**config.mk**
```make
export PLATFORM = sky130hd
export DESIGN_NAME = hci_ctrl
export DESIGN_NICKNAME = d
export VERILOG_FILES = /design/src/rtl/hci_pkg.sv /design/src/rtl/hci_ctrl.sv
export SDC_FILE = /design/constraint.sdc
export NUM_CORES = 1
export LEC_CHECK = 0
export BUFFER_PORTS_ARGS = -buffer_cell sky130_fd_sc_hd__buf_2
export CAP_MARGIN = 10
export CORE_AREA = 2 2 39 41
export DETAILED_ROUTE_END_ITERATION = 12
export DIE_AREA = 0 0 41 43
export GPL_TIMING_DRIVEN = 0
export SLEW_MARGIN = 20
export SYNTH_ARGS = -nofsm -noshare
export SYNTH_HDL_FRONTEND = slang
export SYNTH_SLANG_ARGS = --single-unit
```
**constraint.sdc**
```tcl
create_clock -name clk -period 1.2 [get_ports clk]
set_input_delay 0.24 -clock clk [delete_from_list [all_inputs] [get_ports clk]]
set_output_delay 0.24 -clock clk [all_outputs]
set_load 0.02 [all_outputs]
```
**src/rtl/hci_pkg.sv**
```systemverilog
// Package: shared types, codes and constants of the host coupler interface.
`default_nettype none
package hci_pkg;

    typedef struct packed {
        logic [2:0]  mode;
        logic [11:0] func_code;
        logic        channel_full;
        logic [11:0] channel_word;
        logic [11:0] upline_length;
        logic        upline_is_pru;
        logic [15:0] level7_length;
        logic [7:0]  unused_bits;
        logic        buffer_present;
        logic [10:0] buffer_address;
        logic [7:0]  buffer_data;
    } item_t;

    typedef struct packed {
        logic [1:0]  status;
        logic [15:0] channel_out;
        logic        channel_out_valid;
        logic        channel_taken;
        logic        disconnect_after;
        logic [3:0]  notify;
        logic [7:0]  regulation_level;
        logic [11:0] downline_length;
        logic [7:0]  buffer_byte;
    } result_t;

    typedef enum logic [1:0] {
        PS_INIT,
        PS_IDLE,
        PS_UPLINE,
        PS_DOWNLINE
    } proto_state_t;

    typedef enum logic [1:0] {
        CS_READY,
        CS_FETCH,
        CS_SHOW
    } ctrl_state_t;

    typedef struct packed {
        logic exec;
        logic load_byte;
    } ctrl_cmd_t;

    typedef struct packed {
        logic need_read;
    } dp_stat_t;

    localparam logic [2:0] MODE_FUNCTION = 3'd0;
    localparam logic [2:0] MODE_CHANNEL  = 3'd1;
    localparam logic [2:0] MODE_UPLINE   = 3'd2;
    localparam logic [2:0] MODE_DOWNLINE = 3'd3;
    localparam logic [2:0] MODE_TICK     = 3'd4;
    localparam logic [2:0] MODE_BUF_WR   = 3'd5;
    localparam logic [2:0] MODE_BUF_RD   = 3'd6;

    localparam logic [8:0] FN_NONE        = 9'o000;
    localparam logic [8:0] FN_INPUT_DATA  = 9'o003;
    localparam logic [8:0] FN_READ_NPU    = 9'o004;
    localparam logic [8:0] FN_READ_CPL    = 9'o005;
    localparam logic [8:0] FN_READ_ORDER  = 9'o006;
    localparam logic [8:0] FN_READ_ZERO   = 9'o007;
    localparam logic [8:0] FN_TAKE_A      = 9'o010;
    localparam logic [8:0] FN_TAKE_B      = 9'o011;
    localparam logic [8:0] FN_OUTPUT_DATA = 9'o014;
    localparam logic [8:0] FN_TAKE_C      = 9'o015;
    localparam logic [8:0] FN_WRITE_ORDER = 9'o016;
    localparam logic [8:0] FN_SEL_A       = 9'o040;
    localparam logic [8:0] FN_SEL_B       = 9'o100;
    localparam logic [8:0] FN_CLEAR       = 9'o200;
    localparam logic [8:0] FN_SEL_C       = 9'o400;

    localparam logic [1:0] ST_ACCEPTED = 2'd0;
    localparam logic [1:0] ST_DECLINED = 2'd1;
    localparam logic [1:0] ST_NO_SEL   = 2'd2;

    localparam logic [3:0] NT_NONE       = 4'd0;
    localparam logic [3:0] NT_UPLINE     = 4'd1;
    localparam logic [3:0] NT_DL_DONE    = 4'd2;
    localparam logic [3:0] NT_DL_ABORT   = 4'd3;
    localparam logic [3:0] NT_SERVICE    = 4'd4;
    localparam logic [3:0] NT_HIGH       = 4'd5;
    localparam logic [3:0] NT_LOW        = 4'd6;
    localparam logic [3:0] NT_RETRY      = 4'd7;
    localparam logic [3:0] NT_REGULATION = 4'd8;

    localparam logic [3:0] ORD_SERVICE    = 4'h1;
    localparam logic [3:0] ORD_HIGH       = 4'h2;
    localparam logic [3:0] ORD_LOW        = 4'h3;
    localparam logic [3:0] ORD_RETRY      = 4'h4;
    localparam logic [3:0] ORD_REGULATION = 4'h5;
    localparam logic [3:0] ORD_INIT_ACK   = 4'h6;

    localparam logic [15:0] NS_IDLE      = 16'o001;
    localparam logic [15:0] NS_DL_READY  = 16'o002;
    localparam logic [15:0] NS_DL_NOBUF  = 16'o003;
    localparam logic [15:0] NS_UL_SHORT  = 16'o004;
    localparam logic [15:0] NS_UL_LONG   = 16'o005;
    localparam logic [15:0] NS_UL_PRU    = 16'o006;
    localparam logic [15:0] NS_INIT_DONE = 16'o010;

    localparam logic [11:0] STATUS_LOADED  = 12'h004;
    localparam logic [15:0] LAST_BYTE_MARK = 16'o4000;
    localparam logic [11:0] SHORT_BLOCK    = 12'd256;

    localparam logic [7:0]  CFG_IDLE_TICKS = 8'd0;
    localparam logic [7:0]  CFG_INIT_COUNT = 8'd1;
    localparam logic [31:0] IDLE_TICKS_RST = 32'd100000;
    localparam logic [3:0]  INIT_COUNT_RST = 4'd4;

    // ceil(bits/3840) = floor((bits+3839)/256/15); /15 by reciprocal 4370/65536
    localparam logic [19:0] PRU_ROUND = 20'd3839;
    localparam logic [12:0] RECIP_15  = 13'd4370;
    localparam logic [5:0]  PRU_MAX   = 6'd63;

endpackage
`default_nettype wire

```
**src/rtl/hci_ctrl.sv**
```systemverilog
// Controller: sequences accept, buffer fetch and result hand-off.
`default_nettype none
module hci_ctrl (
    input  wire logic               clk,
    input  wire logic               rst_n,
    input  wire logic               in_valid,
    output      logic               in_ready,
    output      logic               out_valid,
    input  wire logic               out_ready,
    input  wire hci_pkg::dp_stat_t  stat,
    output      hci_pkg::ctrl_cmd_t cmd
);
    import hci_pkg::*;

    ctrl_state_t state_reg, state_next;

    always_ff @(posedge clk or negedge rst_n)
    begin
        if (!rst_n)
        begin
            state_reg <= CS_READY;
        end
        else
        begin
            state_reg <= state_next;
        end
    end

    always_comb
    begin
        state_next = state_reg;
        case (state_reg)
            CS_READY:
            begin
                if (in_valid)
                begin
                    state_next = stat.need_read ? CS_FETCH : CS_SHOW;
                end
            end
            CS_FETCH:
            begin
                state_next = CS_SHOW;
            end
            CS_SHOW:
            begin
                if (out_ready)
                begin
                    state_next = CS_READY;
                end
            end
            default:
            begin
                state_next = CS_READY;
            end
        endcase
    end

    always_comb
    begin
        in_ready      = 1'b0;
        out_valid     = 1'b0;
        cmd.exec      = 1'b0;
        cmd.load_byte = 1'b0;
        case (state_reg)
            CS_READY:
            begin
                in_ready = 1'b1;
                cmd.exec = in_valid;
            end
            CS_FETCH:
            begin
                cmd.load_byte = 1'b1;
            end
            CS_SHOW:
            begin
                out_valid = 1'b1;
            end
            default:
            begin
                in_ready = 1'b0;
            end
        endcase
    end
endmodule
`default_nettype wire

```
After elaboration in Yosys (flattened, before gate mapping) --
Index checks and enable logic that the tools add are counted.
Storage, ports and cells: bits in registers 2, input port bits 5, output and inout port bits 4, logic and storage cells 15
Cells by class: equality and inequality tests 4, mux-type cells 8, reductions and logical operators 2
Operators by type and width (number):
- 2-bit two-way mux | 3
- 2-bit case mux with 3 select lines | 1
- 1-bit two-way mux | 4
- 2-bit inequality test, second input constant | 2
- 2-bit by 1-bit equality test with 1-bit output, second input constant | 1
- 2-bit equality test, second input constant | 1
- 2-bit logical NOT | 1
- 2-bit AND reduction | 1

Longest topological paths before layout --
depth in word-level cells 3, depth in mapped cells 2, mapped depth without buffers 2

Least setup slack after synthesis --
Ideal clock, no wire load.
path kind register -> output, from reg state_reg[0], to out cmd[1] (netlist name), arrival 0.935 ns, required time 0.960 ns, path slack 0.025 ns, cell stages (with the launch flop) 3, path buffers 0, cells stage by stage dfrtp_1 nor2_2 and2_1
RTL lines:
- start: declaration | line hci_ctrl.sv:15 | ctrl_state_t state_reg, state_next;
- start signal: assignment | line hci_ctrl.sv:25 | state_reg <= state_next;
- end: declaration | line hci_ctrl.sv:11 | output hci_pkg::ctrl_cmd_t cmd

==> reports/qor.txt <==
First-pass GRT wire length = 469 µm
Sequential cell area fraction in the yosys report = 48.8%
Die area = 1760 µm²
DR iter-0 viols = 0
Final Hold Fails = 0
Via count = 117
# rows = 14
WS Path Type = flop to output port
Port bufs = 8
Number of synthesized register bits = 2
Worst slack, placed = 0.116 ns
Number of routed nets with antenna violations = 0
Yosys cell types = 9
GPL Wtd Cong = 0.674
Failing checks = setup timing
Sw frac = 35.6%
PnR worst setup slack = -0.0807 ns
Final setup fails = 2
Die X = 41 µm
# DRC = 0
H-tree depth = 1
DR vias/cell = 3.00
Pin count of the biggest net entering global routing = 5
Pwr dens = 2500 nW/µm²
CTS root buf = clkbuf_4
RSZ-0062 raised after global routing = yes
Yosys warnings = 0
Vias in the first global route = 135
Share of cells above drive strength 1 = 65.2%
Max-slew headroom = 88.6%
Num CTS Buffers = 3
Initial antenna violation count = 0
Critical Path End Type = output port
Leak = 0.114 nW
Combinational Power Share = 53.1%
Synthesized Nets = 15
Max reg flops = 2
DR WL/cell = 7.69 µm
Reg clk slew, reported paths = 0.03 ns
DP Cell Count = 34
Max-Cap Viols = 0
CTS tree = done
Fin cells = 39
Seq pwr share = 21.2%
CP required = 0.96 ns
HP Class = primary input to flop
P_int = 0.000373 W
Routed Wire Length = 300 µm
R2R Setup Slk = 0.31 ns
Area grow syn2layout = 126%
Cells after synthesis = 10
Worst-margin pin slew = 0.172 ns
Crit start category = flop
# diodes = 0
Fin Clk Skew = 0.00192 ns
Dominant cells by area after synthesis = dfrtp_1 (49%), and2b_2 (8.5%), o21a_1 (7.3%)
Fillers = 161
Synth Cell Area = 103 µm²
Initial Util = 7.41%
Fmax = 781 MHz
Minimum clock period = 1.28 ns
Die height = 43 µm
Area leader, netlist = dfrtp_1
Max-slew violations = 0
Switch Pwr = 0.000206 W
GRT Residual Overflow = 0
Final worst-path cycle share = 107%
Total track usage = 5.13%
CTS Sinks = 2
# nets final = 30
Avg Inst Size Synth = 10.3 µm²
IO Pins = 9
Total power = 0.000579 W
Outcome = finished, violations left
Crit Path Max Fanout = 4
Initial DRT Pass Iterations = 1
Data arrival, critical path = 1.04 ns
VDD IR max = 0.475 mV
Clock buffer depth = 2
Share of Yosys cell area claimed by the top area cell type = 48.8%
Clock power frac = 25.8%
Worst-skew pair later-pin latency = 0.22 ns
Core area = 1380 µm²
-- layout make-up --
cell class	count	area (µm²)	share of cell area, %
multi-input cells	8	60.1	25.9
well taps	16	20.0	8.65
clock buffers	3	22.5	9.73
repair buffers	10	78.8	34.1
flip-flops and latches	2	50.0	21.6
-- power by group through the flow --
stage               registers, W  clock network (W)  logic, W
floorplan               0.000111                  0  0.000136
global placement        0.000113                  0  0.000197
detailed placement      0.000115                  0  0.000198
CTS                     0.000114           0.000159  0.000262
global route            0.000127           0.000163  0.000332
finish                  0.000123           0.000149  0.000307
-- synth_stat cells, drive strengths merged --
master / instances
and2: 1
dfrtp: 2
nand2b: 1
nor2b: 1
and3: 1
and2b: 1
o21a: 1
nor2: 1
a21oi: 1
-- stage by stage --
step / hold WS [ns] / area (µm²) / utilization [%] / setup TNS [ns]
2_1_floorplan: -0.0556 / 103 / - / 0
3_3_place_gp: 0.0244 / 163 / 11.8 / 0
3_5_place_dp: 0.0274 / 163 / 11.8 / 0
4_1_cts: 0.262 / 211 / 15.3 / -0.112
5_1_grt: 0.271 / 231 / 16.7 / -0.213
6_report: 0.270 / 231 / 16.7 / -0.107
-- routing by layer --
metal	part of all wire (%)	track usage, %
met5	0	0
met4	0	10.0
met3	10	3.14
met2	53	6.56
met1	37	2.90
-- repair_timing --
| item | in CTS | in global routing |
|---|---|---|
| resized for setup | 3 | 6 |
| endpoints found under the setup margin | 3 | 4 |
| pin swaps | 1 | 1 |
| endpoints found under the hold margin | 2 | 0 |
| setup buffers | 1 | 0 |
| hold buffers | 1 | 0 |
| cloned | 0 | 0 |
-- layout by cell type (no fill, tap or decap), types with 2 or more instances in the layout --
cell type  synthesis  final
buf_6              0      3
buf_4              0      2
clkbuf_4           0      3
dfrtp_1            2      2
buf_2              0      4
-- cell families after synthesis --
group	Yosys count	synth area share, %
simple gates	6	39.0
flops	2	48.8
compound gates	2	12.2
-- worst max-delay path, stage by stage, from the launching register on --
cell,delay (ns)
dfrtp_1,0.41
nor2_4,0.15
and2_4,0.15
buf_6,0.10
-- worst paths after layout --
path | depth (start not counted) | start | to
worst max-delay path | 3 | state_reg[0]$_DFFE_PN0P_ | cmd[1]
worst min-delay path | 2 | stat | state_reg[0]$_DFFE_PN0P_
worst max register to register | 3 | state_reg[0]$_DFFE_PN0P_ | state_reg[0]$_DFFE_PN0P_
worst min register to register | 2 | state_reg[0]$_DFFE_PN0P_ | state_reg[1]$_DFFE_PN0P_
max in group asynchronous | 2 | rst_n | state_reg[1]$_DFFE_PN0P_
min in group asynchronous | 2 | rst_n | state_reg[0]$_DFFE_PN0P_
Power figures use the tool's default switching activity.
